### config.mk
export PLATFORM = sky130hd
export DESIGN_NAME = idiv_cell
export DESIGN_NICKNAME = d
export VERILOG_FILES = /design/src/hw/rtl/idiv_pkg.sv /design/src/hw/rtl/idiv_cell.sv
export SDC_FILE = /design/constraint.sdc
export NUM_CORES = 1
export LEC_CHECK = 0
export CAP_MARGIN = 10
export CORE_MARGIN = 2
export CORE_UTILIZATION = 40
export DETAILED_ROUTE_END_ITERATION = 10
export DONT_BUFFER_PORTS = 1
export PLACE_DENSITY = 0.63
export SLEW_MARGIN = 15
export SYNTH_ARGS = -nofsm -noshare
export SYNTH_HDL_FRONTEND = slang
export SYNTH_SLANG_ARGS = --single-unit
### constraint.sdc
create_clock -name clk -period 3.6 [get_ports clk]
set_clock_uncertainty 0.1 [all_clocks]
set_input_delay 0.36 -clock clk [delete_from_list [all_inputs] [get_ports clk]]
set_output_delay 0.36 -clock clk [all_outputs]
set_load 0.02 [all_outputs]
### src/hw/rtl/idiv_pkg.sv
// package with shared types and constants of the 64-bit integer divider
`default_nettype none
package idiv_pkg;

  localparam int FULL_WIDTH = 64;

  typedef enum logic [1:0] {
    FUNC_UQUO = 2'd0,
    FUNC_UREM = 2'd1,
    FUNC_SQUO = 2'd2,
    FUNC_SREM = 2'd3
  } func_t;

  typedef struct packed {
    logic valid;
    logic rem_sel;
    logic negate;
  } ctl_t;

endpackage
`default_nettype wire

### src/hw/rtl/idiv_cell.sv
// one restoring shift-and-subtract step with its stage register
`default_nettype none
module idiv_cell #(
  parameter int W = 64
) (
  input  wire logic              clk,
  input  wire logic              rst,
  input  wire logic              en,
  input  wire idiv_pkg::ctl_t    ctl_in,
  input  wire logic [W-1:0]      rem_in,
  input  wire logic [W-1:0]      nq_in,
  input  wire logic [W-1:0]      dvs_in,
  output idiv_pkg::ctl_t         ctl_out,
  output logic [W-1:0]           rem_out,
  output logic [W-1:0]           nq_out,
  output logic [W-1:0]           dvs_out
);

  logic         valid;
  logic         rem_sel;
  logic         negate;
  logic [W:0]   trial;
  logic [W:0]   diff;
  logic         take;
  logic [W-1:0] rem_next;
  logic [W-1:0] nq_next;

  // partial remainder shifted up with the next dividend bit, carry kept on top
  always_comb begin
    trial    = {rem_in, nq_in[W-1]};
    diff     = trial - {1'b0, dvs_in};
    take     = ~diff[W];
    rem_next = take ? diff[W-1:0] : trial[W-1:0];
    nq_next  = {nq_in[W-2:0], take};
  end

  always_ff @(posedge clk) begin
    if (rst) begin
      valid <= 1'b0;
    end else if (en) begin
      valid <= ctl_in.valid;
    end
  end

  always_ff @(posedge clk) begin
    if (en) begin
      rem_sel <= ctl_in.rem_sel;
      negate  <= ctl_in.negate;
      rem_out <= rem_next;
      nq_out  <= nq_next;
      dvs_out <= dvs_in;
    end
  end

  assign ctl_out = '{valid: valid, rem_sel: rem_sel, negate: negate};

endmodule
`default_nettype wire

== Word-level counts from Yosys, hierarchy flattened ==
Cells that the tools add are included.
Storage, ports and cells
  bits in registers: 195
  latch bits: 0
  memory bits (writable): 0
  memory bits (read-only): 0
  bits of input ports: 198
  output and inout bits: 195
  word-level logic and storage cells: 9
  memories kept: 0
Cells by class
  add/sub/neg operators: 1
  multiply operators: 0
  divide/modulo/power cells: 0
  $lt $le $gt $ge: 0
  eq/ne operators: 0
  shift operators: 0
  muxes and demuxes: 1
  bitwise logic cells: 1
  reductions and logical operators: 0
Operators with widths (number)
  subtractor 65 x 64 -> 65 bit: 1
  2-to-1 mux 64 bit: 1
  NOT 1 bit: 1

== Depth between registers and ports, before layout ==
Gate-level depths: netlist of run 1.
  word-level depth: 2
  gate-level depth with buffers: 14
  depth with buffers taken out: 13

== Least setup slack after synthesis of run 1 ==
Ideal clock, no wire load.
  path type: input to register
  start point: in dvs_in[27]
  end point: reg rem_out[53] (data pin)
  setup time: 0.262 ns
  arrival: 3.182 ns
  required time: 3.238 ns
  setup slack: 0.056 ns
  stages: 14
  path buffers: 2
  path through: inv_1 ha_1 buf_2 nand4_1 or4_1 or3_1 o32a_1 a21oi_2 o21ai_1 and2_4 o211a_4 inv_6 buf_6 mux2_1
On the way
  word-level cells in the longest chain between the ends: 2
RTL lines
  start, declared: RTL line idiv_cell.sv:12  | input wire logic [W-1:0] dvs_in,
  subtractor 65 x 64 -> 65 bit: RTL line idiv_cell.sv:31  | diff = trial - {1'b0, dvs_in};
  2-to-1 mux 64 bit: RTL line idiv_cell.sv:33  | rem_next = take ? diff[W-1:0] : trial[W-1:0];
  via rem_next[53]: RTL line idiv_cell.sv:25  | logic [W-1:0] rem_next;
  end signal, assigned: RTL line idiv_cell.sv:49  | rem_out <= rem_next;
  end, declared: RTL line idiv_cell.sv:14  | output logic [W-1:0] rem_out,
The timed path passes the listed nets, and every way through them passes these cells.
A chain may end at the register's enable or synchronous reset.

== Final worst setup path of run 1 ==
  start point: in dvs_in[24]
  end point: reg rem_out[23] (data pin)
The elaborated chain is that of the path after synthesis.

==> results.sh, run 1 <==
export IMPL_num_io_pins=393
export IMPL_synthesis_area_mm2=0.01097
export IMPL_reg2reg_slack_ns=2.24
export IMPL_post_drt_via_cell_ratio=5.425
export IMPL_grt_max_degree=196
export IMPL_power_w=0.006543
export IMPL_r2r_start="valid"
export IMPL_rows=60
export IMPL_r2r_cells=3
export IMPL_cp_start_kind="input pin"
export IMPL_dp_hpwl_um=22350
export IMPL_setup_viol=0
export IMPL_hp_start="rem_in[6]"
export IMPL_cts_tree="yes"
export IMPL_core_mm2=0.02695
export IMPL_crit_required_ns=3.68
export IMPL_peakVddDrop_v=0.0003440
export IMPL_gr_total_overflow=0
export IMPL_clk_pin_slew_ns=0.09
export IMPL_synthArstFlopShare_pct=0
export IMPL_grt_pass1_vias=7989
export IMPL_synth_fp_nets=1202
export IMPL_synth_edff_count=194
export IMPL_cts_sinks=195
export IMPL_worst_pin_slew_ns=0.7995
export IMPL_synth_cell_types=76
export IMPL_hold_slack_ns=0.01583
export IMPL_max_slew_margin_rel_pct=46.53
export IMPL_final_common_cell="edfxtp_1"
export IMPL_nNetsFinal=1397
export IMPL_ant_nets=0
export IMPL_antenna_found_initial=0
export IMPL_p_leak_nw=5.562
export IMPL_gp_congestion=0.8667
export IMPL_critPathKind="in -> reg"
export IMPL_critPathCaptureType="flop"
export IMPL_grt_pass1_wl_um=44990
export IMPL_drc=0
export IMPL_clk_path_buf_depth=2
export IMPL_synth_yosys_seq_area_share_pct=53.31
export IMPL_dr_pass1_iters=5
export IMPL_worstReg2RegEnd="valid"
export IMPL_die_area_mm2=0.02875
export IMPL_finalMaxSlewViolations=0
export IMPL_dieWidth_um=169.6
export IMPL_path_max_fanout=20
export IMPL_wl_per_cell_um=21.81
export IMPL_min_to="rem_out[7]"
export IMPL_maxCapViolCount=0
export IMPL_hp_class="in -> reg"
export IMPL_clock_latency_ns=0.43
export IMPL_port_buffers=0
export IMPL_wirelength_um=32450
export IMPL_avgSynthCellArea_um2=11.68
export IMPL_fin_crit_ns=3.328
export IMPL_cts_root_buffer="clkbuf_16"
export IMPL_hold_path_cell_count=1
export IMPL_power_density_mw_per_mm2=472.6
export IMPL_initial_utilization_pct=40.69
export IMPL_die_y_um=169.6
export IMPL_syn_to_final_growth_pct=26.27
export IMPL_grt_setup_unrepaired="false"
export IMPL_cp_data_arrival_time_ns=3.41
export IMPL_yosys_register_bits=195
export IMPL_layout_drive_gt1_share_pct=9.852
export IMPL_outcome="completed"
export IMPL_fmax_ghz=0.3005
export IMPL_htreeDepth=4
export IMPL_drt_iter0_drc=476
export IMPL_timing_final_crit_share_pct=92.44
export IMPL_grt_use_total_pct=20.51
export IMPL_cts_buffers=17
export IMPL_num_antenna_cells=0
export IMPL_yosys_warnings=0
export IMPL_ctsResizeCount=0
export IMPL_syn_inst=939
export IMPL_synthFlopType="edfxtp_1"
export IMPL_hold_violations=0
export IMPL_final_cell_mix="194 x edfxtp_1, 145 x dlygate4sd3_1, 85 x inv_1"
export IMPL_vias=8073
-- stage by stage --
| stage | instances | worst slack, ns | utilization, % | setup TNS (ns) | area, um2 |
|---|---|---|---|---|---|
| detailed placement | 1308 | -0.1701 | 43.52 | -7.714 | 11730 |
| floorplan | 939 | 0.05622 | - | 0 | 10970 |
| CTS | 1475 | 0.2735 | 50.72 | 0 | 13670 |
| global placement | 1308 | -0.1091 | 43.52 | -4.801 | 11730 |
| finish | 1488 | 0.2723 | 51.37 | 0 | 13850 |
| global route | 1488 | 0.1330 | 51.37 | 0 | 13850 |
-- report_power, final --
group	internal, W	switching (W)
Clock	0.000938	0.000980
Combinational	0.000659	0.000686
Sequential	0.00283	0.000447
Total	0.00443	0.00211
-- synth_stat cells (3+ instances only) --
cell type | count | area [um2]
xor2_1 | 23 | 201.4
a21boi_0 | 5 | 37.54
a211o_1 | 5 | 43.79
o41ai_1 | 3 | 26.28
or3_1 | 5 | 31.28
a311o_1 | 3 | 30.03
o21ai_1 | 15 | 75.07
a21oi_1 | 76 | 380.4
o211ai_1 | 4 | 30.03
nor2_1 | 41 | 153.9
clkbuf_1 | 24 | 90.09
nor2b_1 | 10 | 62.56
o21ai_0 | 23 | 115.1
o21bai_1 | 15 | 112.6
buf_4 | 3 | 22.52
nand3_1 | 10 | 50.05
buf_6 | 6 | 67.56
nor3_1 | 9 | 45.04
o2111ai_1 | 3 | 26.28
a31oi_1 | 7 | 43.79
o22ai_1 | 3 | 18.77
o21a_1 | 8 | 60.06
nand2b_1 | 9 | 56.30
nand4_1 | 20 | 125.1
and4_1 | 3 | 26.28
o31ai_1 | 5 | 37.54
a311oi_1 | 3 | 26.28
a21o_1 | 32 | 240.2
ha_1 | 64 | 800.8
edfxtp_1 | 194 | 5826
mux2i_1 | 7 | 70.07
a211oi_1 | 6 | 45.04
xnor2_1 | 34 | 297.8
and3_1 | 7 | 43.79
mux2_1 | 54 | 608.1
inv_1 | 85 | 319.1
nand2_1 | 62 | 232.7
or2_1 | 4 | 25.02
-- critical path, stage by stage --
cell and delay (ns):
inv_1 0.02, ha_1 0.38, nand4_1 0.17, or4_1 0.57, buf_4 0.16, a21o_1 0.17
and4_1 0.23, a21oi_2 0.17, o21ai_1 0.09, and2_4 0.17, o211a_4 0.26, inv_6 0.10
buf_12 0.18, mux2_1 0.34
-- flip-flops by register name (all words and copies together), names as in the netlist --
name,cells
rem_sel,1
rem_out,64
negate,1
valid,1
dvs_out,64
nq_out,64
-- how the worst max path moves through the flow --
stage          startpoint  slack (ns)          end
3_3_place_gp   dvs_in[24]       -0.11  rem_out[24]
3_5_place_dp   dvs_in[24]       -0.17  rem_out[23]
4_1_cts        dvs_in[24]        0.27  rem_out[23]
6_report       dvs_in[24]        0.27  rem_out[23]
5_1_grt        dvs_in[24]        0.13  rem_out[59]
2_1_floorplan  dvs_in[27]        0.06  rem_out[53]
-- per-layer routing --
metal | share of wire (%) | global-route usage, % | vias up | routed length (um)
li1 | - | - | 3880 | -
met1 | 40 | 24.45 | 3799 | 12990
met2 | 49 | 35.65 | 351 | 15860
met3 | 8.0 | 5.667 | 43 | 2589
met4 | 3.1 | 7.098 | 0 | 1013
met5 | 0 | 0 | - | 0
-- area by class of cell --
cell class	count	area [um2]
fillers	2344	13110
flip-flops and latches	195	5846
multi-input cells	622	4598
repair buffers	212	2057
clock buffers	18	429.2
well taps	341	426.7
inverters	86	327.8
clock inverters	14	161.4
-- cells by family (layout without fill, tap and decap cells) --
family | Yosys count | count (layout) | synth area share [%]
AO/OA/AOI/OAI | 240 | 240 | 14.43
AND/OR/NAND/NOR | 196 | 196 | 8.900
flip-flops | 195 | 195 | 53.31
buffers and inverters | 122 | 330 | 4.758
adder cells (fa/ha/maj) | 65 | 65 | 7.485
multiplexers | 64 | 64 | 6.561
XOR/XNOR | 57 | 57 | 4.553
-- repair_timing --
item	4_1_cts	5_1_grt
setup endpoints to repair	0	0
endpoints found under the hold margin	328	77
buffers inserted	0	0
hold buffers	135	13
(Power assumes the default switching activity.)
==> run 2, diff against run 1 <==
--- a/config.mk
+++ b/config.mk
@@ -6,11 +6,13 @@
 export NUM_CORES = 1
 export LEC_CHECK = 0
 export CAP_MARGIN = 10
+export CELL_PAD_IN_SITES_DETAIL_PLACEMENT = 0
+export CELL_PAD_IN_SITES_GLOBAL_PLACEMENT = 1
 export CORE_MARGIN = 2
 export CORE_UTILIZATION = 40
 export DETAILED_ROUTE_END_ITERATION = 10
 export DONT_BUFFER_PORTS = 1
-export PLACE_DENSITY = 0.63
+export PLACE_DENSITY = 0.77
 export SLEW_MARGIN = 15
 export SYNTH_ARGS = -nofsm -noshare
 export SYNTH_HDL_FRONTEND = slang
==> run 2 against run 1 <==
Against the previous run: highest routed layer unchanged; worst setup slack got worse by 0.051 ns; via count decreased by 0.19%; sequential power about the same; flip-flop and latch count unchanged; global-route usage about the same; clock power about the same; fmax decreased by 1.5%.
==> results.sh, run 2 (synthesis results as in run 1) <==
export IMPL_outcome="completed"
export IMPL_post_drt_via_cell_ratio=5.434
export IMPL_port_buffers=0
export IMPL_hold_slack_ns=0.01943
export IMPL_final_common_cell="edfxtp_1"
export IMPL_grt_setup_unrepaired="false"
export IMPL_cts_buffers=17
export IMPL_drt_met1_wl_um=13080
export IMPL_hold_violations=0
export IMPL_critPathCaptureType="flop"
export IMPL_power_density_mw_per_mm2=475.7
export IMPL_dr_pass1_iters=5
export IMPL_worst_pin_slew_ns=0.9195
export IMPL_rows=60
export IMPL_dr_wl_met3_um=2347
export IMPL_cp_start_kind="input pin"
export IMPL_gr_total_overflow=0
export IMPL_finalMaxSlewViolations=0
export IMPL_post_cts_setup_buffers=0
export IMPL_wl_per_cell_um=21.28
export IMPL_num_antenna_cells=0
export IMPL_num_io_pins=393
export IMPL_crit_required_ns=3.67
export IMPL_cts_tree="yes"
export IMPL_drt_iter0_drc=436
export IMPL_hp_class="in -> reg"
export IMPL_die_y_um=169.6
export IMPL_gp_congestion=0.8785
export IMPL_nNetsFinal=1392
export IMPL_top_regs="dvs_out: 64 flops, nq_out: 64 flops, rem_out: 64 flops"
export IMPL_final_cell_mix="194 x edfxtp_1, 138 x dlygate4sd3_1, 85 x inv_1"
export IMPL_layout_drive_gt1_share_pct=10.16
export IMPL_vias=8058
export IMPL_path_cells="inv_1 > ha_1 > buf_4 > a21oi_2 > nor2_1 > or4b_1 > or4_4 > a311o_1 > a211oi_2 > o21ai_1 > mux2i_1 > mux2_1"
export IMPL_grt_pass1_wl_um=45260
export IMPL_core_mm2=0.02695
export IMPL_wirelength_um=31560
export IMPL_drc=0
export IMPL_clk_path_buf_depth=2
export IMPL_clock_latency_ns=0.43
export IMPL_max_slew_margin_rel_pct=38.50
export IMPL_antenna_found_initial=0
export IMPL_initial_utilization_pct=40.69
export IMPL_htreeDepth=4
export IMPL_fillers=2382
export IMPL_maxCapViolCount=0
export IMPL_clk_pin_slew_ns=0.09
export IMPL_critPathKind="in -> reg"
export IMPL_die_area_mm2=0.02875
export IMPL_critical_path_max_stage_delay_ns=0.59
export IMPL_setup_viol=0
export IMPL_ant_nets=0
export IMPL_timing_final_crit_share_pct=93.86
export IMPL_path_max_fanout=5
export IMPL_peakVddDrop_v=0.0002895
export IMPL_dieWidth_um=169.6
export IMPL_syn_to_final_growth_pct=25.56
export IMPL_grt_pass1_vias=8050
export IMPL_cp_data_arrival_time_ns=3.45
export IMPL_cts_sinks=195
export IMPL_route_met2_wl_um=15540
export IMPL_p_leak_nw=5.540
export IMPL_fin_crit_ns=3.379
export IMPL_cts_root_buffer="clkbuf_16"
export IMPL_critical_path_slowest_cell="or4_4"
export IMPL_dp_hpwl_um=22520
export IMPL_fmax_ghz=0.2959
export IMPL_grt_use_total_pct=20.53
export IMPL_power_w=0.006549
export IMPL_grt_max_degree=196
export IMPL_maxUsedRoutingLayer="met4"
==> run 2: cell types whose count changed in the layout (fill, tap and decap cells not counted), sizes merged <==
cell,delta
buf,+2
clkinvlp,-1
clkinv,-2
dlygate4sd3,-7
clkbuf,-1
inv,+4
==> run 2: path summary, 6_finish.rpt <==
check / from / endpoint / slack [ns] / cells after the start
max: dvs_in[24] / rem_out[59] / 0.22 / 12
max reg2reg: valid / valid / 2.22 / 3
min reg2reg: valid / valid / 1.10 / 3
min: rem_in[7] / rem_out[8] / 0.02 / 1
==> run 2: where the power goes <==
part / internal [W] / switching [W] / leakage (nW)
Sequential: 0.00283 / 0.000444 / 1.91
Combinational: 0.000654 / 0.000670 / 3.34
Clock: 0.000953 / 0.000995 / 0.296
==> run 2: final cells by class <==
cell class | instances | area, um2 | area share (%)
Clock inverter | 15 | 175.2 | 1.272
Tap cell | 341 | 426.7 | 3.099
Sequential cell | 195 | 5846 | 42.46
Clock buffer | 17 | 425.4 | 3.090
Inverter | 86 | 327.8 | 2.381
Timing Repair Buffer | 207 | 1969 | 14.30
Multi-Input combinational cell | 622 | 4598 | 33.40
==> run 2: routing by layer <==
layer | GRT usage [%] | up-vias
met2 | 35.67 | 298
met5 | 0 | -
met1 | 24.78 | 3873
met3 | 5.877 | 24
met4 | 6.057 | 0
li1 | - | 3863
==> run 2: per-stage QoR <==
step | worst slack [ns] | TNS [ns] | area, um2 | instances | util (%)
3_3_place_gp | -0.1309 | -5.868 | 11760 | 1312 | 43.63
2_1_floorplan | 0.05622 | 0 | 10970 | 939 | -
5_1_grt | 0.08072 | 0 | 13770 | 1483 | 51.09
4_1_cts | 0.2356 | 0 | 13670 | 1475 | 50.72
3_5_place_dp | -0.2070 | -8.115 | 11760 | 1312 | 43.63
6_report | 0.2209 | 0 | 13770 | 1483 | 51.09
==> run 2: critical path: cells and delay by family <==
| family | cells | cell delay (ns) |
|---|---|---|
| adders and majority gates | 1 | 0.32 |
| muxes | 2 | 0.44 |
| and+or+nand+nor | 3 | 1.19 |
| AOI/OAI and AO/OA | 4 | 0.97 |
| buffers and inverters | 2 | 0.18 |
==> run 2: what timing repair did <==
item / in CTS / in global routing
hold buffers: 131 / 8
resized for setup: 0 / 0
hold endpoints to repair: 277 / 51
