<file path="config.mk">
export PLATFORM = sky130hd
export DESIGN_NAME = idiv_post
export DESIGN_NICKNAME = d
export VERILOG_FILES = /design/src/hw/rtl/idiv_pkg.sv /design/src/hw/rtl/idiv_post.sv
export SDC_FILE = /design/constraint.sdc
export NUM_CORES = 1
export LEC_CHECK = 0
export ABC_CLOCK_PERIOD_IN_PS = 8150
export BUFFER_PORTS_ARGS = -buffer_cell sky130_fd_sc_hd__buf_2
export CAP_MARGIN = 30
export CORE_MARGIN = 5
export CORE_UTILIZATION = 30
export DETAILED_ROUTE_END_ITERATION = 10
export GPL_TIMING_DRIVEN = 0
export PLACE_DENSITY = 0.51
export SYNTH_ARGS = -nofsm -noshare
export SYNTH_HDL_FRONTEND = slang
export SYNTH_SLANG_ARGS = --single-unit
</file>
<file path="constraint.sdc">
create_clock -name clk -period 8.15 [get_ports clk]
set_input_delay 2.0375 -clock clk [delete_from_list [all_inputs] [get_ports clk]]
set_output_delay 2.0375 -clock clk [all_outputs]
set_load 0.02 [all_outputs]
</file>
<file path="src/hw/rtl/idiv_pkg.sv">
// package with shared types and constants of the 64-bit integer divider
`default_nettype none
package idiv_pkg;

  localparam int FULL_WIDTH = 64;

  typedef enum logic [1:0] {
    FUNC_UQUO = 2'd0,
    FUNC_UREM = 2'd1,
    FUNC_SQUO = 2'd2,
    FUNC_SREM = 2'd3
  } func_t;

  typedef struct packed {
    logic valid;
    logic rem_sel;
    logic negate;
  } ctl_t;

endpackage
`default_nettype wire

</file>
<file path="src/hw/rtl/idiv_post.sv">
// output stage: quotient or remainder select and sign fix-up
`default_nettype none
module idiv_post #(
  parameter int W = 64
) (
  input  wire logic              clk,
  input  wire logic              rst,
  input  wire logic              en,
  input  wire idiv_pkg::ctl_t    ctl_in,
  input  wire logic [W-1:0]      rem_in,
  input  wire logic [W-1:0]      quo_in,
  output logic                   valid,
  output logic [W-1:0]           result
);

  logic [W-1:0] sel;
  logic [W-1:0] fixed;

  always_comb begin
    sel   = ctl_in.rem_sel ? rem_in : quo_in;
    fixed = ctl_in.negate ? (W'(0) - sel) : sel;
  end

  always_ff @(posedge clk) begin
    if (rst) begin
      valid <= 1'b0;
    end else if (en) begin
      valid <= ctl_in.valid;
    end
  end

  always_ff @(posedge clk) begin
    if (en) begin
      result <= fixed;
    end
  end

endmodule
`default_nettype wire

</file>
### Word level (Yosys, flattened, before mapping)

Index checks and enable logic that the tools add are counted.

| word-level totals | value |
|---|---|
| bits in registers | 65 |
| input bits | 134 |
| output and inout bits | 65 |
| logic and storage cells | 5 |

| operators by class | value |
|---|---|
| $add $sub $neg | 1 |
| muxes and demuxes | 2 |

Operators with widths:

| kind | count |
|---|---|
| $mux 64 | 2 |
| $sub 1x64->64 const A | 1 |

### Logic depth before layout (Yosys ltp)

Gate-level depths: netlist of the first run.

| depth | value |
|---|---|
| depth in word-level cells | 3 |
| gate-level depth with buffers | 14 |
| depth with buffers taken out | 7 |

### Worst setup path after synthesis of the first run

OpenSTA, ideal clock, no wires.

| timing path | value |
|---|---|
| kind | input to register |
| start point | in ctl_in[1] (netlist name) |
| end point | reg result[56], data pin |
| setup time | 0.274 ns |
| arrival | 5.222 ns |
| data required time | 7.876 ns |
| slack | 2.655 ns |
| cell stages on the path | 14 |
| buffers on the path | 7 |
| path through | buf_6 -> buf_2 -> buf_2 -> buf_2 -> buf_1 -> buf_2 -> buf_2 -> mux2i_1 -> ha_1 -> o21ai_0 -> nor3_1 -> nand4_1 -> o41ai_1 -> xor2_1 |

| between the ends | value |
|---|---|
| cells in the longest elaborated chain, start to end | 3 |

Ends and longest elaborated chain:

| element | RTL line | text |
|---|---|---|
| from (decl) | idiv_post.sv:9 | `input wire idiv_pkg::ctl_t ctl_in,` |
| $mux 64 (*) | idiv_post.sv:20 | `sel = ctl_in.rem_sel ? rem_in : quo_in;` |
| $sub 1x64->64 | idiv_post.sv:21 | `fixed = ctl_in.negate ? (W'(0) - sel) : sel;` |
| $mux 64 (*) | idiv_post.sv:21 |  |
| named net fixed[56] | idiv_post.sv:17 | `logic [W-1:0] fixed;` |
| to (signal assigned) | idiv_post.sv:34 | `result <= fixed;` |
| to (decl) | idiv_post.sv:13 | `output logic [W-1:0] result` |

The timed path passes the listed nets; every way through them passes the cells marked *.
A chain may end at the register's enable or synchronous reset.

### Worst setup path after layout of the first run

Ends and elaborated chain as after synthesis.

==> results.ini, run 1 <==
[finish]
seq_area_mm2 = 0.00194
multi_input_area_mm2 = 0.00275
area_growth_pct = 32.9
num_antenna_cells = 0
most-common-layout-cells = buf_2 (205), edfxtp_1 (64), mux2i_1 (57)
drive_gt1_frac = 0.374
nets = 811
fill_cells = 1586
fin_area_mm2 = 0.00639
mostFrequentLayoutCell = buf_2

[worst_setup_path]
path_max_fanout = 10
cp-start-kind = primary input
r2r_slack_ps = 7570
critPathArrivalTime_ps = 7350
cp-end-kind = flip-flop
required_ps = 8220
r2r-start = valid
reg2reg_to = valid
critPathKind = primary input to flip-flop
r2r_cells = 2

[detailed_routing]
wl_per_cell_um = 21.5
post_drt_via_cell_ratio = 5.28
remaining_drc_errors = 0
drt-initial-drc-count = 351
wl_um = 19300
vias = 4738
drt_first_pass_iters = 5
drtAntennaViolNets = 0

[cts]
htreeDepth = 3
cts_buffers = 9
hold_buffers = 0
insertion_delay_ps = 340
cts_tree = yes
cts.sinks = 65
ctsResizeCount = 0
clkTransAtPathRegs_ps = 60
cts_setup_buffers = 0
clk_path_buf_depth = 2
root_buffer = clkbuf_16

[timing]
clock.fmax_ghz = 0.138
rsz0062_at_grt = no
tns_ps = 0
setup_viol = 0
period_minus_slack_ps = 7270
worst_clock_skew_ps = 0
finalHoldViolations = 0
post-route-period-util = 0.892
worst_pin_slew_ps = 1100
relSlewSlack = 0.270
finalMaxSlewViolations = 0

[die]
die_w_um = 137
fp.coreArea_mm2 = 0.0158
initial_utilization = 0.304
num_rows = 46
die_area_mm2 = 0.0187
ios = 199
die_height_um = 137

[logic_synthesis]
netlist_instances = 468
avgSynthCellArea_um2 = 10.3
synth_cell_types = 57
synth_edf_count = 64
ys_seq_elements = 65
synthArstFlopShare = 0
syn_area_mm2 = 0.00481
seq_area_frac_synth = 0.404
ys_warn_count = 0
synthFlopType = edfxtp_1
syn_nets = 603

[min_path]
hold_end = valid
min_path_type = flip-flop to flip-flop
hp-start = valid
hold_depth = 2

[global_routing]
grt_antenna_before_repair = 0
grt_remaining_overflow = 0
track_usage = 0.202
grt_pass1_vias = 4816
grt_first_pass_wirelength_um = 28200
grt_max_degree = 66

[pwr]
p_leak_uw = 0.00266
irDropWorstVdd_v = 0.000111
power.density_mw_per_mm2 = 177

[placement]
dp_hpwl_um = 14800
globalplace.congestion = 0.924
numPortBuffers = 197
placed_area_mm2 = 0.00607

[status]
status = completed

[job]
cap_violations = 0

## synth_stat cells (2+ instances only)
master / number / area share
or3b_1: 3 / 0.0055
and3_1: 2 / 0.0026
nand2_1: 36 / 0.028
nand4b_1: 2 / 0.0036
inv_1: 4 / 0.0031
a222oi_1: 2 / 0.0042
a22oi_1: 3 / 0.0047
mux2i_1: 57 / 0.12
nor4b_1: 5 / 0.0091
o31ai_1: 10 / 0.016
nand4_1: 6 / 0.0078
clkbuf_1: 8 / 0.0062
nor2_1: 18 / 0.014
or3_1: 10 / 0.013
edfxtp_1: 64 / 0.40
or4b_2: 4 / 0.0083
buf_1: 4 / 0.0031
nor3_1: 27 / 0.028
or3b_2: 6 / 0.011
xor2_1: 52 / 0.095
nor3b_1: 14 / 0.022
or4_1: 2 / 0.0031
a21bo_2: 2 / 0.0042
o22ai_1: 6 / 0.0078
and2_1: 3 / 0.0039
nor4_1: 7 / 0.0091
o41ai_1: 8 / 0.015
nand3_1: 6 / 0.0062
a21oi_1: 7 / 0.0073
nand2b_1: 5 / 0.0065
mux2_2: 10 / 0.023
o21ai_0: 31 / 0.032
xnor2_1: 10 / 0.018
buf_2: 9 / 0.0094
nor2b_1: 3 / 0.0039
## worst max-delay path, cell delays in order
cell	delay [ps]
buf_2	110
buf_6	140
buf_2	300
buf_2	340
buf_2	350
buf_1	650
buf_2	500
buf_2	430
mux2i_1	290
ha_1	210
o21ai_0	280
nor3_1	700
nand4_1	420
o41ai_1	460
xor2_1	110
## registers in the layout (all words and copies together), names as in the netlist
name / count
valid: 1
result: 64
## final cells by class
type | instances | area share
buffer | 23 | 0.0166
clock buffer | 11 | 0.0380
clock inverter | 5 | 0.0123
inverter | 4 | 0.00235
multi-input combinational | 376 | 0.430
sequential | 65 | 0.304
tap | 216 | 0.0423
timing repair buffer | 197 | 0.155
## where the power goes
part / leakage [uW] / internal, uW / total, uW / switching, uW
Sequential: 0.000635 / 418 / 429 / 11.1
Combinational: 0.00187 / 102 / 274 / 172
Clock: 0.000159 / 276 / 429 / 153
## routing by layer
layer	share of wire	track usage	vias up
li1	-	-	2203
met1	0.44	0.269	2302
met2	0.47	0.330	214
met3	0.079	0.0511	19
met4	0.011	0.0442	0
met5	0	0	-
## logic make-up (layout without fill, tap and decap cells)
logic type | count (synthesis) | after routing | share of synthesized area
fa+ha+maj | 1 | 1 | 0.00260
xor+xnor | 62 | 62 | 0.113
mux | 67 | 67 | 0.142
flops | 65 | 65 | 0.404
compound gates | 79 | 79 | 0.112
simple gates | 167 | 167 | 0.202
buf+inv | 27 | 240 | 0.0252
## worst max-delay path by stage
stage,slack [ps],endpoint,depth (start not counted),start
final,880,result[56],15,ctl_in[1]
after global routing,610,result[56],15,ctl_in[1]
after CTS,860,result[56],15,ctl_in[1]
after detailed placement,540,result[56],15,ctl_in[1]
after global placement,510,result[56],15,ctl_in[1]
after floorplan,2650,result[56],14,ctl_in[1]
## per-stage QoR
step	std cells	power, uW	utilization	hold slack, ps	setup WS, ps
after global routing	897	1180	0.404	572	610
final	897	1130	0.404	495	878
after detailed placement	881	709	0.383	482	545
after CTS	897	1140	0.404	497	860
after global placement	881	707	0.383	471	510
after floorplan	468	586	-	579	2650
No activity file was read; power rests on OpenSTA's default activity.
==> inputs of run 2 (changes only) <==
--- a/config.mk
+++ b/config.mk
@@ -9,10 +9,10 @@
 export BUFFER_PORTS_ARGS = -buffer_cell sky130_fd_sc_hd__buf_2
 export CAP_MARGIN = 30
 export CORE_MARGIN = 5
-export CORE_UTILIZATION = 30
+export CORE_UTILIZATION = 25
 export DETAILED_ROUTE_END_ITERATION = 10
 export GPL_TIMING_DRIVEN = 0
-export PLACE_DENSITY = 0.51
+export PLACE_DENSITY = 0.44
 export SYNTH_ARGS = -nofsm -noshare
 export SYNTH_HDL_FRONTEND = slang
 export SYNTH_SLANG_ARGS = --single-unit
==> run 2 against run 1 <==
Net effect:
- sequential power barely moved
- sequential share of layout area about the same
- global-route usage down 1.9 points
- critical path depth unchanged
- wire length rose by 7.4%
- count of clock-buffer cells in the layout up 2
- hold slack lost 10 ps
- first-iteration DRC count is 2.3% higher
- cell area about the same
- largest cell class unchanged
==> results.ini, run 2 (same netlist as run 1, synthesis figures left out) <==
[worst_setup_path]
required_ps = 8220
reg2reg_to = valid
cp-start-kind = primary input
crit_chain = buf_2, buf_6, buf_2, buf_2, buf_2, buf_1, buf_2, buf_2, mux2i_1, ha_1, o21ai_0, nor3_1, nand4_1, o41ai_1, xor2_1
critPathTopFamily = buffers and inverters
cp-end-kind = flip-flop
slowest_delay_ps = 790
r2r_cells = 2
cp_common_cell = buf_2
r2r_slack_ps = 7570
path_buf_inv = 8
slowest_stage = nor3_1
r2r-start = valid
path_max_fanout = 10
critPathKind = primary input to flip-flop
critPathArrivalTime_ps = 7650

[finish]
fin_area_mm2 = 0.00640
multi_input_area_mm2 = 0.00275
fill_cells = 1999
seq_area_mm2 = 0.00194
regMostFlops = result
area_growth_pct = 33.0
drive_gt1_frac = 0.372
most-common-layout-cells = buf_2 (205), edfxtp_1 (64), mux2i_1 (57)
final_core_util = 0.340
top_regs = result: 64 flops, valid: 1 flops
largest_register_ffs = 64
mostFrequentLayoutCell = buf_2
nets = 811

[min_path]
hold_end = valid
min_path_type = flip-flop to flip-flop
hold_depth = 2
hp-start = valid

[pwr]
p_leak_uw = 0.00263
irDropWorstVdd_v = 0.0000905
power.density_mw_per_mm2 = 167

[die]
num_rows = 50
die_height_um = 149
die_w_um = 149
fp.coreArea_mm2 = 0.0188
die_area_mm2 = 0.0221
ios = 199
initial_utilization = 0.255

[detailed_routing]
drt_first_pass_iters = 5
wl_um = 20800
vias = 4791
post_drt_via_cell_ratio = 5.08
drtAntennaViolNets = 0
drt-initial-drc-count = 359
remaining_drc_errors = 0
wl_per_cell_um = 22.0

[cts]
htreeDepth = 3
clkTransAtPathRegs_ps = 60
clk_path_buf_depth = 2
cts_setup_buffers = 0
cts.sinks = 65
hold_buffers = 0
insertion_delay_ps = 340
cts_buffers = 9
root_buffer = clkbuf_16
ctsResizeCount = 0
cts_tree = yes

[timing]
clock.fmax_ghz = 0.132
period_minus_slack_ps = 7580
post-route-period-util = 0.930
setup_viol = 0
worst_clock_skew_ps = 0
relSlewSlack = 0.263
tns_ps = 0
finalMaxSlewViolations = 0
worst_pin_slew_ps = 1100
rsz0062_at_grt = no
finalHoldViolations = 0

[global_routing]
grt_antenna_before_repair = 3
grt_first_pass_wirelength_um = 30100
grt_max_degree = 66
grt_pass1_vias = 4874
grt_remaining_overflow = 0
track_usage = 0.183

[placement]
dp_hpwl_um = 15800
globalplace.congestion = 0.807
numPortBuffers = 197
placed_area_mm2 = 0.00612

[status]
status = completed

[job]
cap_violations = 0

-- run 2: cell count changes in the layout (fill, tap and decap cells not counted) --
cell and delta:
bufinv_16 -2, clkbuf_1 +2, clkinv_4 -1, clkinvlp_4 +1
diode_2 +2
-- run 2: where the power goes --
group	total, uW	switching (uW)	internal, uW
clock	366	152	214
sequential	429	11.1	418
combinational	276	174	102
-- run 2: worst max-delay path by stage --
| stage | from | end | cells past startpoint | slack [ps] |
|---|---|---|---|---|
| after global placement | ctl_in[1] | result[56] | 15 | 190 |
| after global routing | ctl_in[1] | result[56] | 15 | 270 |
| after CTS | ctl_in[1] | result[56] | 15 | 530 |
| after floorplan | ctl_in[1] | result[56] | 14 | 2650 |
| final | ctl_in[1] | result[56] | 15 | 570 |
| after detailed placement | ctl_in[1] | result[56] | 15 | 170 |
-- run 2: layout make-up --
| class | instances | area share |
|---|---|---|
| multi-input cells | 376 | 0.429 |
| plain buffers | 23 | 0.0166 |
| clock inverters | 3 | 0.00274 |
| clock buffers | 13 | 0.0391 |
| inverters | 4 | 0.00235 |
| well taps | 260 | 0.0509 |
| repair buffers | 197 | 0.155 |
| flip-flops and latches | 65 | 0.304 |
| diodes | 2 | 0.000782 |
-- run 2: worst register-to-register path: stages, from the launching register on --
cell	delay (ps)
dfxtp_1	300
mux2i_1	120
nor2_1	50
-- run 2: per-layer routing --
metal / vias to the layer above / track usage / share of wire / wire [um]
met2: 249 / 0.278 / 0.44 / 9210
met3: 23 / 0.0585 / 0.092 / 1900
met4: 4 / 0.0406 / 0.012 / 250
met5: - / 0 / 0.00077 / 16
met1: 2297 / 0.254 / 0.45 / 9370
li1: 2218 / - / - / -
-- run 2: per-stage QoR --
stage | instances | hold WS [ps] | setup slack, ps | power (uW)
floorplan | 468 | 579 | 2650 | 586
global placement | 925 | 471 | 188 | 712
detailed placement | 925 | 484 | 174 | 713
CTS | 941 | 498 | 527 | 1080
global route | 942 | 549 | 268 | 1120
finish | 943 | 485 | 571 | 1070
==> inputs of run 3 (changes only) <==
--- a/config.mk
+++ b/config.mk
@@ -8,11 +8,14 @@
 export ABC_CLOCK_PERIOD_IN_PS = 8150
 export BUFFER_PORTS_ARGS = -buffer_cell sky130_fd_sc_hd__buf_2
 export CAP_MARGIN = 30
+export CELL_PAD_IN_SITES_DETAIL_PLACEMENT = 0
+export CELL_PAD_IN_SITES_GLOBAL_PLACEMENT = 1
 export CORE_MARGIN = 5
 export CORE_UTILIZATION = 25
+export CTS_CLUSTER_DIAMETER = 120
 export DETAILED_ROUTE_END_ITERATION = 10
 export GPL_TIMING_DRIVEN = 0
-export PLACE_DENSITY = 0.44
+export PLACE_DENSITY = 0.56
 export SYNTH_ARGS = -nofsm -noshare
 export SYNTH_HDL_FRONTEND = slang
 export SYNTH_SLANG_ARGS = --single-unit
==> run 3 against run 2 <==
Net effect:
- global-route usage increased by 0.27 points
- critical path depth unchanged
- clock skew unchanged
- register-to-register slack about the same
- total power increased by 3.1%
- fmax decreased by 1.2%
- cell area increased by 0.63%
- core utilization increased by 0.21 points
- critical endpoint is now result[48]
- highest routed layer is now met4
==> results.ini, run 3 (same netlist as run 1, synthesis figures left out) <==
[timing]
worst_pin_slew_ps = 1230
setup_viol = 0
tns_ps = 0
rsz0062_at_grt = no
finalHoldViolations = 0
worst_clock_skew_ps = 0
relSlewSlack = 0.179
period_minus_slack_ps = 7670
finalMaxSlewViolations = 0
clock.fmax_ghz = 0.130
post-route-period-util = 0.941

[cts]
htreeDepth = 3
cts_tree = yes
ctsResizeCount = 0
root_buffer = clkbuf_16
insertion_delay_ps = 340
cts_buffers = 9
cts_setup_buffers = 0
cts.sinks = 65
clkTransAtPathRegs_ps = 60
hold_buffers = 0
clk_path_buf_depth = 2

[die]
die_w_um = 149
fp.coreArea_mm2 = 0.0188
die_area_mm2 = 0.0221
die_height_um = 149
initial_utilization = 0.255
num_rows = 50
ios = 199

[worst_setup_path]
cp_common_cell = buf_2
path_max_fanout = 10
path_buf_inv = 8
startpoint = ctl_in[1]
r2r_cells = 2
cp-endpoint = result[48]
critPathTopFamily = buffers and inverters
r2r-start = valid
required_ps = 8230
cp-end-kind = flip-flop
r2r_slack_ps = 7560
crit_cells = 15
critPathArrivalTime_ps = 7750
slowest_delay_ps = 800
critPathKind = primary input to flip-flop
slowest_stage = nor3_1
cp-start-kind = primary input
reg2reg_to = valid
crit_chain = buf_2, buf_6, buf_2, buf_2, buf_2, buf_1, buf_2, buf_2, mux2i_1, ha_1, o21ai_0, nor3_1, nand4_1, o31ai_1, xor2_1

[global_routing]
grt_first_pass_wirelength_um = 30800
grt_antenna_before_repair = 0
grt_pass1_vias = 5118
grt_remaining_overflow = 0
grt_max_degree = 66
track_usage = 0.185

[finish]
fill_cells = 1973
mostFrequentLayoutCell = buf_2
top_regs = result: 64 flops, valid: 1 flops
num_antenna_cells = 0
final_cells = 942
largest_register_ffs = 64
nets = 812
drive_gt1_frac = 0.375
seq_area_mm2 = 0.00194
area_growth_pct = 33.8
multi_input_area_mm2 = 0.00275
most-common-layout-cells = buf_2 (205), edfxtp_1 (64), mux2i_1 (57)
regMostFlops = result

[min_path]
min_path_type = flip-flop to flip-flop
hp-start = valid

[placement]
globalplace.congestion = 0.845
numPortBuffers = 197
dp.cells = 926
dp_hpwl_um = 15900

[detailed_routing]
wl_per_cell_um = 22.3
drt_first_pass_iters = 5
wl_um = 21000
vias = 4760
drt-initial-drc-count = 331
post_drt_via_cell_ratio = 5.05
remaining_drc_errors = 0
drtAntennaViolNets = 0

[status]
status = completed

[pwr]
irDropWorstVdd_v = 0.0000927
p_leak_uw = 0.00265
power.density_mw_per_mm2 = 172

[job]
cap_violations = 0

run 3: cell types whose count changed in the layout (fill, tap and decap cells not counted):
cell / delta
buf_8: +1
bufinv_16: +1
clkinvlp_4: +1
diode_2: -2
clkbuf_1: -2
run 3: layer usage:
| metal | global-route usage | share of wire | routed length (um) | vias to the layer above |
|---|---|---|---|---|
| met3 | 0.0448 | 0.072 | 1510 | 33 |
| met1 | 0.251 | 0.46 | 9560 | 2311 |
| li1 | - | - | - | 2204 |
| met2 | 0.289 | 0.45 | 9430 | 212 |
| met4 | 0.0656 | 0.023 | 485 | 0 |
| met5 | 0 | 0 | 0 | - |
run 3: worst register-to-register path: stages (launching register included):
cell	delay (ps)
dfxtp_1	300
mux2i_1	130
nor2_1	50
run 3: worst min-delay path by stage:
| stage | endpoint | slack, ps | cells past startpoint |
|---|---|---|---|
| final | valid | 490 | 2 |
| after global routing | valid | 590 | 2 |
| after CTS | valid | 500 | 2 |
| after detailed placement | valid | 490 | 2 |
| after global placement | valid | 470 | 2 |
| after floorplan | valid | 580 | 2 |
run 3: stage by stage:
| step | cell area (um^2) | total power (uW) | setup slack (ps) | utilization | hold WS [ps] |
|---|---|---|---|---|---|
| after floorplan | 4810 | 586 | 2650 | - | 579 |
| after global placement | 6120 | 713 | 178 | 0.325 | 473 |
| after detailed placement | 6140 | 714 | 144 | 0.326 | 490 |
| after CTS | 6440 | 1120 | 493 | 0.342 | 504 |
| after global routing | 6440 | 1160 | 282 | 0.342 | 588 |
| final | 6440 | 1100 | 478 | 0.342 | 492 |
run 3: layout make-up:
type	instances	share of cell area
inverters	4	0.00233
plain buffers	23	0.0165
clock buffers	11	0.0377
repair buffers	198	0.156
clock inverters	5	0.00855
well taps	260	0.0505
flip-flops and latches	65	0.302
multi-input cells	376	0.427
run 3: power by group:
group	total [uW]	internal (uW)	switching (uW)	leakage, uW
Clock	398	244	154	0.000142
Sequential	428	418	10.3	0.000635
Combinational	278	102	176	0.00188
Total	1100	764	340	0.00265
