===== config.mk =====
export PLATFORM = sky130hd
export DESIGN_NAME = idiv_prep
export DESIGN_NICKNAME = d
export VERILOG_FILES = /design/src/hw/rtl/idiv_pkg.sv /design/src/hw/rtl/idiv_prep.sv
export SDC_FILE = /design/constraint.sdc
export NUM_CORES = 1
export LEC_CHECK = 0
export BUFFER_PORTS_ARGS = -buffer_cell sky130_fd_sc_hd__buf_2
export CAP_MARGIN = 30
export CORE_MARGIN = 2
export CORE_UTILIZATION = 30
export CTS_BUF_LIST = sky130_fd_sc_hd__clkbuf_4 sky130_fd_sc_hd__clkbuf_8
export CTS_CLUSTER_DIAMETER = 30
export CTS_CLUSTER_SIZE = 14
export DETAILED_ROUTE_END_ITERATION = 10
export MAX_ROUTING_LAYER = met4
export REMOVE_ABC_BUFFERS = 1
export SYNTH_ARGS = -nofsm -noshare
export SYNTH_HDL_FRONTEND = slang
export SYNTH_SLANG_ARGS = --single-unit
export TNS_END_PERCENT = 10

===== constraint.sdc =====
create_clock -name clk -period 3.25 [get_ports clk]
set_input_delay 0 -clock clk [delete_from_list [all_inputs] [get_ports clk]]
set_output_delay 0 -clock clk [all_outputs]
set_load 0.02 [all_outputs]

===== src/hw/rtl/idiv_pkg.sv =====
// package with shared types and constants of the 64-bit integer divider
`default_nettype none
package idiv_pkg;

  localparam int FULL_WIDTH = 64;

  typedef enum logic [1:0] {
    FUNC_UQUO = 2'd0,
    FUNC_UREM = 2'd1,
    FUNC_SQUO = 2'd2,
    FUNC_SREM = 2'd3
  } func_t;

  typedef struct packed {
    logic valid;
    logic rem_sel;
    logic negate;
  } ctl_t;

endpackage
`default_nettype wire


===== src/hw/rtl/idiv_prep.sv =====
// input stage: operand magnitudes and result sign control
`default_nettype none
module idiv_prep #(
  parameter int W = 64
) (
  input  wire logic              clk,
  input  wire logic              rst,
  input  wire logic              en,
  input  wire logic              in_valid,
  input  wire idiv_pkg::func_t   func,
  input  wire logic [W-1:0]      dividend,
  input  wire logic [W-1:0]      divisor,
  output idiv_pkg::ctl_t         ctl,
  output logic [W-1:0]           nq,
  output logic [W-1:0]           dvs
);

  logic         valid;
  logic         rem_sel;
  logic         negate;
  logic         is_signed;
  logic         na;
  logic         nb;
  logic [W-1:0] ma;
  logic [W-1:0] mb;

  always_comb begin
    is_signed = (func == idiv_pkg::FUNC_SQUO) || (func == idiv_pkg::FUNC_SREM);
    na = is_signed & dividend[W-1];
    nb = is_signed & divisor[W-1];
    ma = na ? (W'(0) - dividend) : dividend;
    mb = nb ? (W'(0) - divisor) : divisor;
  end

  always_ff @(posedge clk) begin
    if (rst) begin
      valid <= 1'b0;
    end else if (en) begin
      valid <= in_valid;
    end
  end

  always_ff @(posedge clk) begin
    if (en) begin
      rem_sel <= (func == idiv_pkg::FUNC_UREM) || (func == idiv_pkg::FUNC_SREM);
      negate  <= ((func == idiv_pkg::FUNC_UREM) || (func == idiv_pkg::FUNC_SREM)) ?
                 na : (na ^ nb);
      nq      <= ma;
      dvs     <= mb;
    end
  end

  assign ctl = '{valid: valid, rem_sel: rem_sel, negate: negate};

endmodule
`default_nettype wire


---- Word-level counts from Yosys, hierarchy flattened ----
Index checks and enable logic that the tools add are counted.
cells by class
  reductions and logical operators ........ 2
  bitwise gates (word level) .............. 3
  add/subtract/negate cells ............... 2
  equality and inequality tests ........... 3
  muxes and demuxes ....................... 3
operator list
  operator                 number
  $mux W64                 2
  $sub A1 B64 Y64 const A  2
  $eq A2 B2 Y1 const B     2
  $and A1 B1 Y1            2
  $eq A2 B1 Y1 const B     1
  $logic_or A1 B1 Y1       2
  $mux W1                  1
  $xor A1 B1 Y1            1
storage, ports and cells
  bits in registers ....................... 131
  logic and storage cells ................. 18

---- Depth between registers and ports, before layout ----
Gate-level depths: netlist (run 1).
  word-level depth ........................ 5
  gate-level depth with buffers ........... 8

---- Worst setup path before layout (run 1) ----
Ideal clock, no wire load.
  path type ............................... in2reg
  start point ............................. input port divisor[21]
  end point ............................... register dvs[61] (data pin)
  arrival time ............................ 1.579 ns
  data required time ...................... 2.987 ns
  cell stages on the path ................. 6
  slack ................................... 1.409 ns
  path buffers ............................ 1
  path through ............................ or4_4 or3_4 nor4_4 buf_6 a41oi_2 xor2_1
between the ends
  word-level cells in the longest chain between the ends .. 2
ends and longest elaborated chain
  what                  line             source
  start, declared       idiv_prep.sv:12  input wire logic [W-1:0] divisor,
  $sub A1 B64 Y64       idiv_prep.sv:32  mb = nb ? (W'(0) - divisor) : divisor;
  $mux W64              idiv_prep.sv:32
  via mb[61]            idiv_prep.sv:25  logic [W-1:0] mb;
  end signal, assigned  idiv_prep.sv:49  dvs <= mb;
  end, declared         idiv_prep.sv:15  output logic [W-1:0] dvs
The timed path passes the listed nets, and every way through them passes these cells.
A chain may end at the register's enable or synchronous reset.

---- Worst setup path in the final report (run 1) ----
  start point ............................. input port divisor[15]
  end point ............................... register dvs[63] (data pin)
The elaborated chain is that of the path after synthesis.

==> impl_metrics.ini, run 1 <==
[routing]
drt_iter0_drc = 355
drc = 0
antenna_left = 0
dr.pass1.iters = 5
wl_mm = 22.1
wl_per_cell_um = 16.4
vias = 6414
post_drt_via_cell_ratio = 4.77

[power]
power_density_mw_per_mm2 = 438
switchingPower_uw = 1330
seq_power_share_pct = 45.6
internal_power_uw = 3320
irDropWorstVdd_mv = 0.194
swShare_pct = 28.6
combPwrFrac_pct = 21.6
pwr-share-clk_pct = 32.8
p_leak_uw = 0.00435

[synthesis]
avgSynthCellArea_sq_um = 11.7
async_reset_ff_share_pct = 0
synthCells = 602
ys_seq_elements = 131
synth_edf_count = 130
yosys_warnings = 0
synthFlopType = edfxtp_1
synth_area_sq_mm = 0.00702
yosysSeqAreaShare_pct = 55.9
ys_types = 52

[clock_tree]
clk_latency_ns = 0.43
holdBufCountCts = 143
cts_made_buffers = 17
cts_sinks = 131
clk_pin_slew_ns = 0.09
cts_setup_buffers = 0
htreeDepth = 4
cts-root-buf = clkbuf_8
cts_resized = 0
cts_buffer_depth = 2
cts_tree = done

[floorplan]
io_pins = 265
die_h_um = 157
die_w_um = 157
start_util_pct = 30.8
rows = 55
dieArea_sq_mm = 0.0247
coreArea_sq_mm = 0.0228

[cells_and_area]
syn2layout_area_growth_pct = 51.1
fill_cells = 2089
final_layout_size_suffix_gt1_share_pct = 31.7
finalNetCount = 1153

[sta]
final.setup.tns_ns = 0
hold_viol_final = 0
drv_slew = 0
slew_headroom_pct = 33.2
tightest_slew_ns = 1.00
setup_viol = 0
min_period_ns = 2.96
whs_ns = 0.0905
max_freq_ghz = 0.338
grt_setup_unrepaired = no
period_share_pct = 90.9
skew_ns = 0

[placed_design]
hpwl_mm = 15.5
globalplace.congestion = 0.839
port_buffers = 264

[worst_setup_path]
required_ns = 3.55
path_max_fanout = 12
setup.worst_path.class = primary input to register
worstPathArrival_ns = 3.25
worstSetupStartpointType = primary input
critPathCaptureType = register

[global_routing]
grt_pass1_vias = 6397
grt_use_total_pct = 17.9
overflow = 0
grt_pass1_wl_mm = 33.1
antenna_found_initial = 1
grt_max_degree = 72

[min_path]
hp-class = primary input to register

[outcome]
status = finished, final reports clean

[run]
drv_cap = 0
==> sequential cells by signal, indices dropped and copies added, names as in the netlist <==
register  cells
nq           64
dvs          64
rem_sel       1
negate        1
valid         1
==> synthesized netlist by cell type, types with 4 or more instances <==
master,n,share of area [%]
xnor2_1,39,4.9
a21oi_1,35,2.5
nand3_1,6,0.43
clkbuf_1,15,0.80
a31oi_1,36,3.2
a41oi_1,8,1.0
nand2_1,14,0.75
nor4_1,26,2.3
nor4_2,4,0.71
nand4_1,10,0.89
and2_1,8,0.71
inv_1,18,0.96
edfxtp_1,130,56
o21ai_0,11,0.78
and3_1,4,0.36
nand2b_1,5,0.45
xor2_1,83,10
nor3_1,26,1.9
nor2_1,68,3.6
o31ai_1,7,0.75
==> power by group through the flow <==
stage	Combinational [uW]	Clock, uW	Sequential (uW)
after CTS	1000	1580	2120
after floorplan	217	0	2380
after global routing	1070	1640	2140
final	1000	1520	2120
after global placement	850	0	2150
after detailed placement	859	0	2150
==> through the flow <==
step / worst slack [ns] / utilization, % / total power [uW] / cells / instance area (sq um)
2_1_floorplan: 1.22 / - / 2600 / 579 / 6910
3_3_place_gp: 0.811 / 38.3 / 3000 / 1167 / 8730
3_5_place_dp: 0.764 / 38.4 / 3010 / 1168 / 8750
4_1_cts: 0.356 / 46.6 / 4700 / 1343 / 10600
5_1_grt: 0.166 / 46.6 / 4850 / 1344 / 10600
6_report: 0.295 / 46.6 / 4650 / 1345 / 10600
==> worst max-delay path: stages <==
cell           delay [ns]
dlygate4sd3_1        0.54
buf_2                0.14
nor4_1               0.54
nand2_1              0.29
nor4_4               0.81
nand4_1              0.20
a21boi_1             0.17
dlygate4sd3_1        0.55
==> path summary, 6_finish.rpt <==
path                 startpoint            endpoint  slack (ns)  cells after the start
max                 divisor[15]   dvs[63]$_DFFE_PP_        0.29                      8
min                          en   dvs[40]$_DFFE_PP_        0.09                      1
max reg2reg  valid$_SDFFE_PP0P_  valid$_SDFFE_PP0P_        2.09                      3
min reg2reg  valid$_SDFFE_PP0P_  valid$_SDFFE_PP0P_        1.07                      3
==> final cells by class <==
cell class	count	area, sq um	share of cell area, %
Inverter	18	67.6	0.637
Tap cell	313	392	3.69
Timing Repair Buffer	419	2870	27.1
Clock buffer	17	234	2.20
Sequential cell	131	3920	37.0
Antenna cell	2	5.00	0.0472
Clock inverter	15	190	1.79
Multi-Input combinational cell	430	2930	27.6
==> cells by family (layout without fill, tap and decap cells) <==
kind of cell    Yosys count  count (layout)  synth area share [%]
simple gates            195             195                  15.6
flops                   131             131                  55.9
xor+xnor                122             122                  15.2
compound gates          110             110                  10.3
buf+inv                  41             469                  2.51
fa+ha+maj                 2               2                 0.356
mux                       1               1                 0.143
other cells               0               2                     0
==> cells in the final DEF (no fill, tap or decap), types with 4 or more instances in the layout <==
cell type and n:
a21oi_1 35, xnor2_1 39, nor3_1 26, nor2_1 68, clkinv_2 4, edfxtp_1 130, a31oi_1 36, dlygate4sd3_1 143
a41oi_1 8, nand2_1 13, and2_1 8, nor4_2 4, o31ai_1 7, and3_1 4, buf_2 263, xor2_1 83
bufinv_16 4, buf_4 10, o21ai_0 11, clkbuf_8 17, inv_1 18, nand3_1 6, nand4_1 10, nor4_1 26
clkinv_4 4, nand2b_1 5
==> metal layers <==
metal	up-vias	global-route usage (%)	routed length [um]
met2	244	29.2	10800
met1	3040	22.4	9670
li1	3095	-	-
met5	-	-	0
met3	35	3.36	1130
met4	0	6.38	505
No activity file was read; power rests on OpenSTA's default activity.
==> inputs of run 2 (changes only) <==
--- a/config.mk
+++ b/config.mk
@@ -8,12 +8,14 @@
 export BUFFER_PORTS_ARGS = -buffer_cell sky130_fd_sc_hd__buf_2
 export CAP_MARGIN = 30
 export CORE_MARGIN = 2
-export CORE_UTILIZATION = 30
+export CORE_UTILIZATION = 55
 export CTS_BUF_LIST = sky130_fd_sc_hd__clkbuf_4 sky130_fd_sc_hd__clkbuf_8
 export CTS_CLUSTER_DIAMETER = 30
 export CTS_CLUSTER_SIZE = 14
 export DETAILED_ROUTE_END_ITERATION = 10
+export GPL_ROUTABILITY_DRIVEN = 0
 export MAX_ROUTING_LAYER = met4
+export PLACE_DENSITY = 0.88
 export REMOVE_ABC_BUFFERS = 1
 export SYNTH_ARGS = -nofsm -noshare
 export SYNTH_HDL_FRONTEND = slang
==> impl_metrics.ini, run 2 (synthesis results as in run 1) <==
[routing]
post_drt_via_cell_ratio = 5.87
wl_per_cell_um = 20.0
antenna_left = 0
drc = 0
dr.pass1.iters = 5
wl_mm = 24.0
vias = 7027
drt_iter0_drc = 880

[worst_setup_path]
worstPathCellList = dlygate4sd3_1 > buf_2 > nor4_1 > nand4_1 > nor2_1 > a41oi_1 > xor2_1
worstSetupStartpointType = primary input
setup.worst_path.class = primary input to register
crit_family = simple AND/OR/NAND/NOR gates
crit_slowest_cell = nor2_1
required_ns = 3.44
worstPathArrival_ns = 3.07
path_max_fanout = 11
r2r_start = valid$_SDFFE_PP0P_
critPathMaxStageDelay_ns = 0.81
startpoint = divisor[14]
path_buf_inv = 2
r2r_end = valid$_SDFFE_PP0P_
critPathCaptureType = register
r2r_slack_ns = 2.09
worst-path-stages = 7
reg2regPathDepth = 3

[sta]
final.setup.tns_ns = 0
grt_setup_unrepaired = no
max_freq_ghz = 0.348
hold_viol_final = 0
setup_viol = 0
tightest_slew_ns = 1.03
min_period_ns = 2.87
slew_headroom_pct = 31.3
period_share_pct = 88.5
skew_ns = 0
drv_slew = 0

[clock_tree]
cts_buffer_depth = 2
cts-root-buf = clkbuf_8
clk_pin_slew_ns = 0.07
cts_resized = 0
htreeDepth = 4
cts_made_buffers = 17
clk_latency_ns = 0.45
cts_tree = done
cts_sinks = 131

[placed_design]
placedCellCount = 1021
port_buffers = 264
hpwl_mm = 13.5

[cells_and_area]
fill_cells = 639
final_util_pct = 82.4
syn2layout_area_growth_pct = 47.4
final_cell_mix = 263 x buf_2, 139 x dlygate4sd3_1, 130 x edfxtp_1, 83 x xor2_1, 68 x nor2_1
finalNetCount = 1148
final_common_cell = buf_2
final_cells = 1197
final_layout_size_suffix_gt1_share_pct = 31.3
num_antenna_cells = 0
reg.largest.list = dvs: 64 flops, nq: 64 flops

[min_path]
whs_path_depth = 4
hp-class = primary input to register
holdCritStartpoint = divisor[63]
hold_end = negate$_DFFE_PP_

[power]
irDropWorstVdd_mv = 0.294
power_density_mw_per_mm2 = 448
p_leak_uw = 0.00431

[floorplan]
coreArea_sq_mm = 0.0126
die_w_um = 117
io_pins = 265
dieArea_sq_mm = 0.0137
rows = 41
die_h_um = 117
start_util_pct = 55.9

[global_routing]
antenna_found_initial = 0
overflow = 0
grt_max_degree = 132
grt_use_total_pct = 35.5
grt_pass1_vias = 7005
grt_pass1_wl_mm = 35.5

[outcome]
status = finished, final reports clean

[run]
drv_cap = 0
[run 2: final cells by class]
type | count | area, sq um | area share [%]
clock inverter | 14 | 168 | 1.62
inverter | 18 | 67.6 | 0.653
multi-input combinational | 430 | 2930 | 28.3
timing repair buffer | 414 | 2810 | 27.1
tap | 172 | 215 | 2.08
clock buffer | 18 | 241 | 2.33
sequential | 131 | 3920 | 37.9
[run 2: worst register-to-register path, cell delays in order, from the launching register on]
cell	delay, ns
dfxtp_1	0.31
mux2i_1	0.14
nor2_1	0.06
dlygate4sd3_1	0.55
[run 2: worst max-delay path by stage]
stage                                   end  slack, ns
after floorplan            nq[58]$_DFFE_PP_       1.22
after global placement    dvs[58]$_DFFE_PP_       0.79
after detailed placement  dvs[60]$_DFFE_PP_       0.76
after CTS                 dvs[63]$_DFFE_PP_       0.41
after global routing      dvs[63]$_DFFE_PP_       0.27
final                     dvs[60]$_DFFE_PP_       0.38
[run 2: routing by layer]
| layer | wire length (um) | track usage [%] | vias to the layer above |
|---|---|---|---|
| met5 | 0 | - | - |
| met4 | 1580 | 23.0 | 0 |
| met3 | 2200 | 7.52 | 147 |
| met2 | 12100 | 58.7 | 576 |
| met1 | 8140 | 38.9 | 3226 |
| li1 | - | - | 3078 |
[run 2: through the flow]
step | hold slack, ns | worst slack (ns) | total power [uW] | cell area, sq um
after global placement | 0.159 | 0.787 | 2970 | 8510
after global routing | 0.123 | 0.275 | 4760 | 10400
after floorplan | 0.0724 | 1.22 | 2600 | 6910
after CTS | 0.0881 | 0.414 | 4550 | 10300
final | 0.102 | 0.375 | 4630 | 10400
after detailed placement | 0.170 | 0.765 | 2990 | 8510
[run 2: report_power, final]
part	internal (uW)	switching [uW]
Sequential	2070	50.9
Clock	824	657
Combinational	408	620
[run 2: timing repair]
item | CTS | global route
hold buffers | 139 | 0
endpoints found under the setup margin | 0 | 1
endpoints found under the hold margin | 131 | 0
buffers inserted | 0 | 5
==> inputs of run 3 (changes only) <==
--- a/config.mk
+++ b/config.mk
@@ -15,7 +15,7 @@
 export DETAILED_ROUTE_END_ITERATION = 10
 export GPL_ROUTABILITY_DRIVEN = 0
 export MAX_ROUTING_LAYER = met4
-export PLACE_DENSITY = 0.88
+export PLACE_DENSITY_LB_ADDON = 0.12
 export REMOVE_ABC_BUFFERS = 1
 export SYNTH_ARGS = -nofsm -noshare
 export SYNTH_HDL_FRONTEND = slang
==> impl_metrics.ini, run 3 (synthesis results as in run 1) <==
[outcome]
status = finished, final reports clean

[global_routing]
grt_use_total_pct = 32.2
antenna_found_initial = 0
grt_max_degree = 76
overflow = 0
grt_pass1_vias = 6859
grt_pass1_wl_mm = 32.3

[power]
swShare_pct = 28.5
switchingPower_uw = 1260
power_density_mw_per_mm2 = 429
internal_power_uw = 3160
combPwrFrac_pct = 22.8
p_leak_uw = 0.00431
pwr-share-clk_pct = 29.3
seq_power_share_pct = 47.9
irDropWorstVdd_mv = 0.419

[floorplan]
start_util_pct = 55.9
io_pins = 265
dieArea_sq_mm = 0.0137
rows = 41
die_w_um = 117
coreArea_sq_mm = 0.0126
die_h_um = 117

[run]
drv_cap = 0

[routing]
drc = 0
drt_iter0_drc = 614
wl_per_cell_um = 18.3
wl_met2_mm = 11.0
met3_wirelength_mm = 1.54
wl_met1_mm = 8.19
top_layer_used = met4
post_drt_via_cell_ratio = 5.66
wl_mm = 21.9
vias = 6777
antenna_left = 0
dr.pass1.iters = 5

[clock_tree]
cts_made_buffers = 17
clk_latency_ns = 0.43
cts_resized = 0
cts_tree = done
clk_pin_slew_ns = 0.08
htreeDepth = 4
cts-root-buf = clkbuf_8
cts_sinks = 131
cts_buffer_depth = 2

[worst_setup_path]
crit_family = buffers and inverters
worstSetupStartpointType = primary input
worstPathArrival_ns = 3.06
crit_slowest_cell = dlygate4sd3_1
path_buf_inv = 4
path_max_fanout = 8
worstPathCellList = dlygate4sd3_1 > buf_2 > nor4_1 > nand4_1 > nor4_4 > buf_4 > nand4_1 > a21boi_1 > dlygate4sd3_1
required_ns = 3.56
critPathMaxStageDelay_ns = 0.56
setup.worst_path.class = primary input to register
critPathCaptureType = register

[sta]
hold_viol_final = 0
max_freq_ghz = 0.363
period_share_pct = 84.7
slew_headroom_pct = 28.3
setup_viol = 0
final.setup.tns_ns = 0
tightest_slew_ns = 1.07
min_period_ns = 2.75
setup_slack_ns = 0.499
drv_slew = 0
grt_setup_unrepaired = no
skew_ns = 0

[cells_and_area]
multiInputGateArea_sq_mm = 0.00293
finalNetCount = 1149
seqCellArea_sq_mm = 0.00392
num_antenna_cells = 0
final_layout_size_suffix_gt1_share_pct = 31.8
syn2layout_area_growth_pct = 46.9
final_common_cell = buf_2
final_cell_mix = 263 x buf_2, 139 x dlygate4sd3_1, 130 x edfxtp_1, 83 x xor2_1, 68 x nor2_1
final_cells = 1198
reg.largest.list = dvs: 64 flops, nq: 64 flops
fill_cells = 715

[placed_design]
place_ws_ns = 0.774
hpwl_mm = 13.5
port_buffers = 264
placedCellCount = 1022

[min_path]
hp-class = primary input to register
## run 3: cell types whose count changed in the layout (fill, tap and decap cells not counted)
cell / change
clkinv_2: +5
clkinv_1: -4
bufinv_16: -2
buf_4: +1
clkbuf_4: +1
## run 3: final cells by class
| class | count | share of cell area [%] |
|---|---|---|
| clock buffers | 19 | 2.41 |
| multi-input cells | 430 | 28.4 |
| clock inverters | 13 | 1.14 |
| repair buffers | 415 | 27.3 |
| well taps | 172 | 2.09 |
| inverters | 18 | 0.655 |
| flip-flops and latches | 131 | 38.0 |
## run 3: repair_timing
item | in CTS | in global routing
setup endpoints to repair | 0 | 1
buffers inserted | 0 | 5
hold endpoints to repair | 129 | 0
hold buffers | 139 | 0
## run 3: metrics by stage
| step | hold slack (ns) | instance area [sq um] | power, uW | utilization [%] |
|---|---|---|---|---|
| floorplan | 0.0724 | 6910 | 2600 | - |
| global placement | 0.157 | 8520 | 2970 | 67.8 |
| detailed placement | 0.168 | 8520 | 2990 | 67.8 |
| CTS | 0.0118 | 10300 | 4410 | 81.8 |
| global route | 0.0499 | 10300 | 4580 | 82.1 |
| finish | 0.0498 | 10300 | 4430 | 82.1 |
## run 3: worst paths after layout
check / start / to / slack [ns] / depth (start not counted)
max: divisor[5] / dvs[63]$_DFFE_PP_ / 0.50 / 9
min: divisor[1] / dvs[1]$_DFFE_PP_ / 0.05 / 3
max reg2reg: valid$_SDFFE_PP0P_ / valid$_SDFFE_PP0P_ / 2.04 / 3
min reg2reg: valid$_SDFFE_PP0P_ / valid$_SDFFE_PP0P_ / 1.12 / 3
## run 3: power groups by stage
| stage | Sequential [uW] | Clock (uW) | Combinational [uW] |
|---|---|---|---|
| 6_report | 2120 | 1300 | 1010 |
| 5_1_grt | 2140 | 1370 | 1080 |
| 4_1_cts | 2120 | 1310 | 982 |
| 3_5_place_dp | 2150 | 0 | 842 |
| 3_3_place_gp | 2150 | 0 | 825 |
| 2_1_floorplan | 2380 | 0 | 217 |
## run 3: tightest hold or removal path, cell delays in order
cell and delay (ns):
buf_2 0.11, inv_1 0.07, o21ai_0 0.19
## run 3: per-layer routing
metal | up-vias | track usage [%]
li1 | 3095 | -
met1 | 3206 | 35.0
met2 | 389 | 54.5
met3 | 87 | 6.95
met4 | 0 | 18.7
met5 | - | -
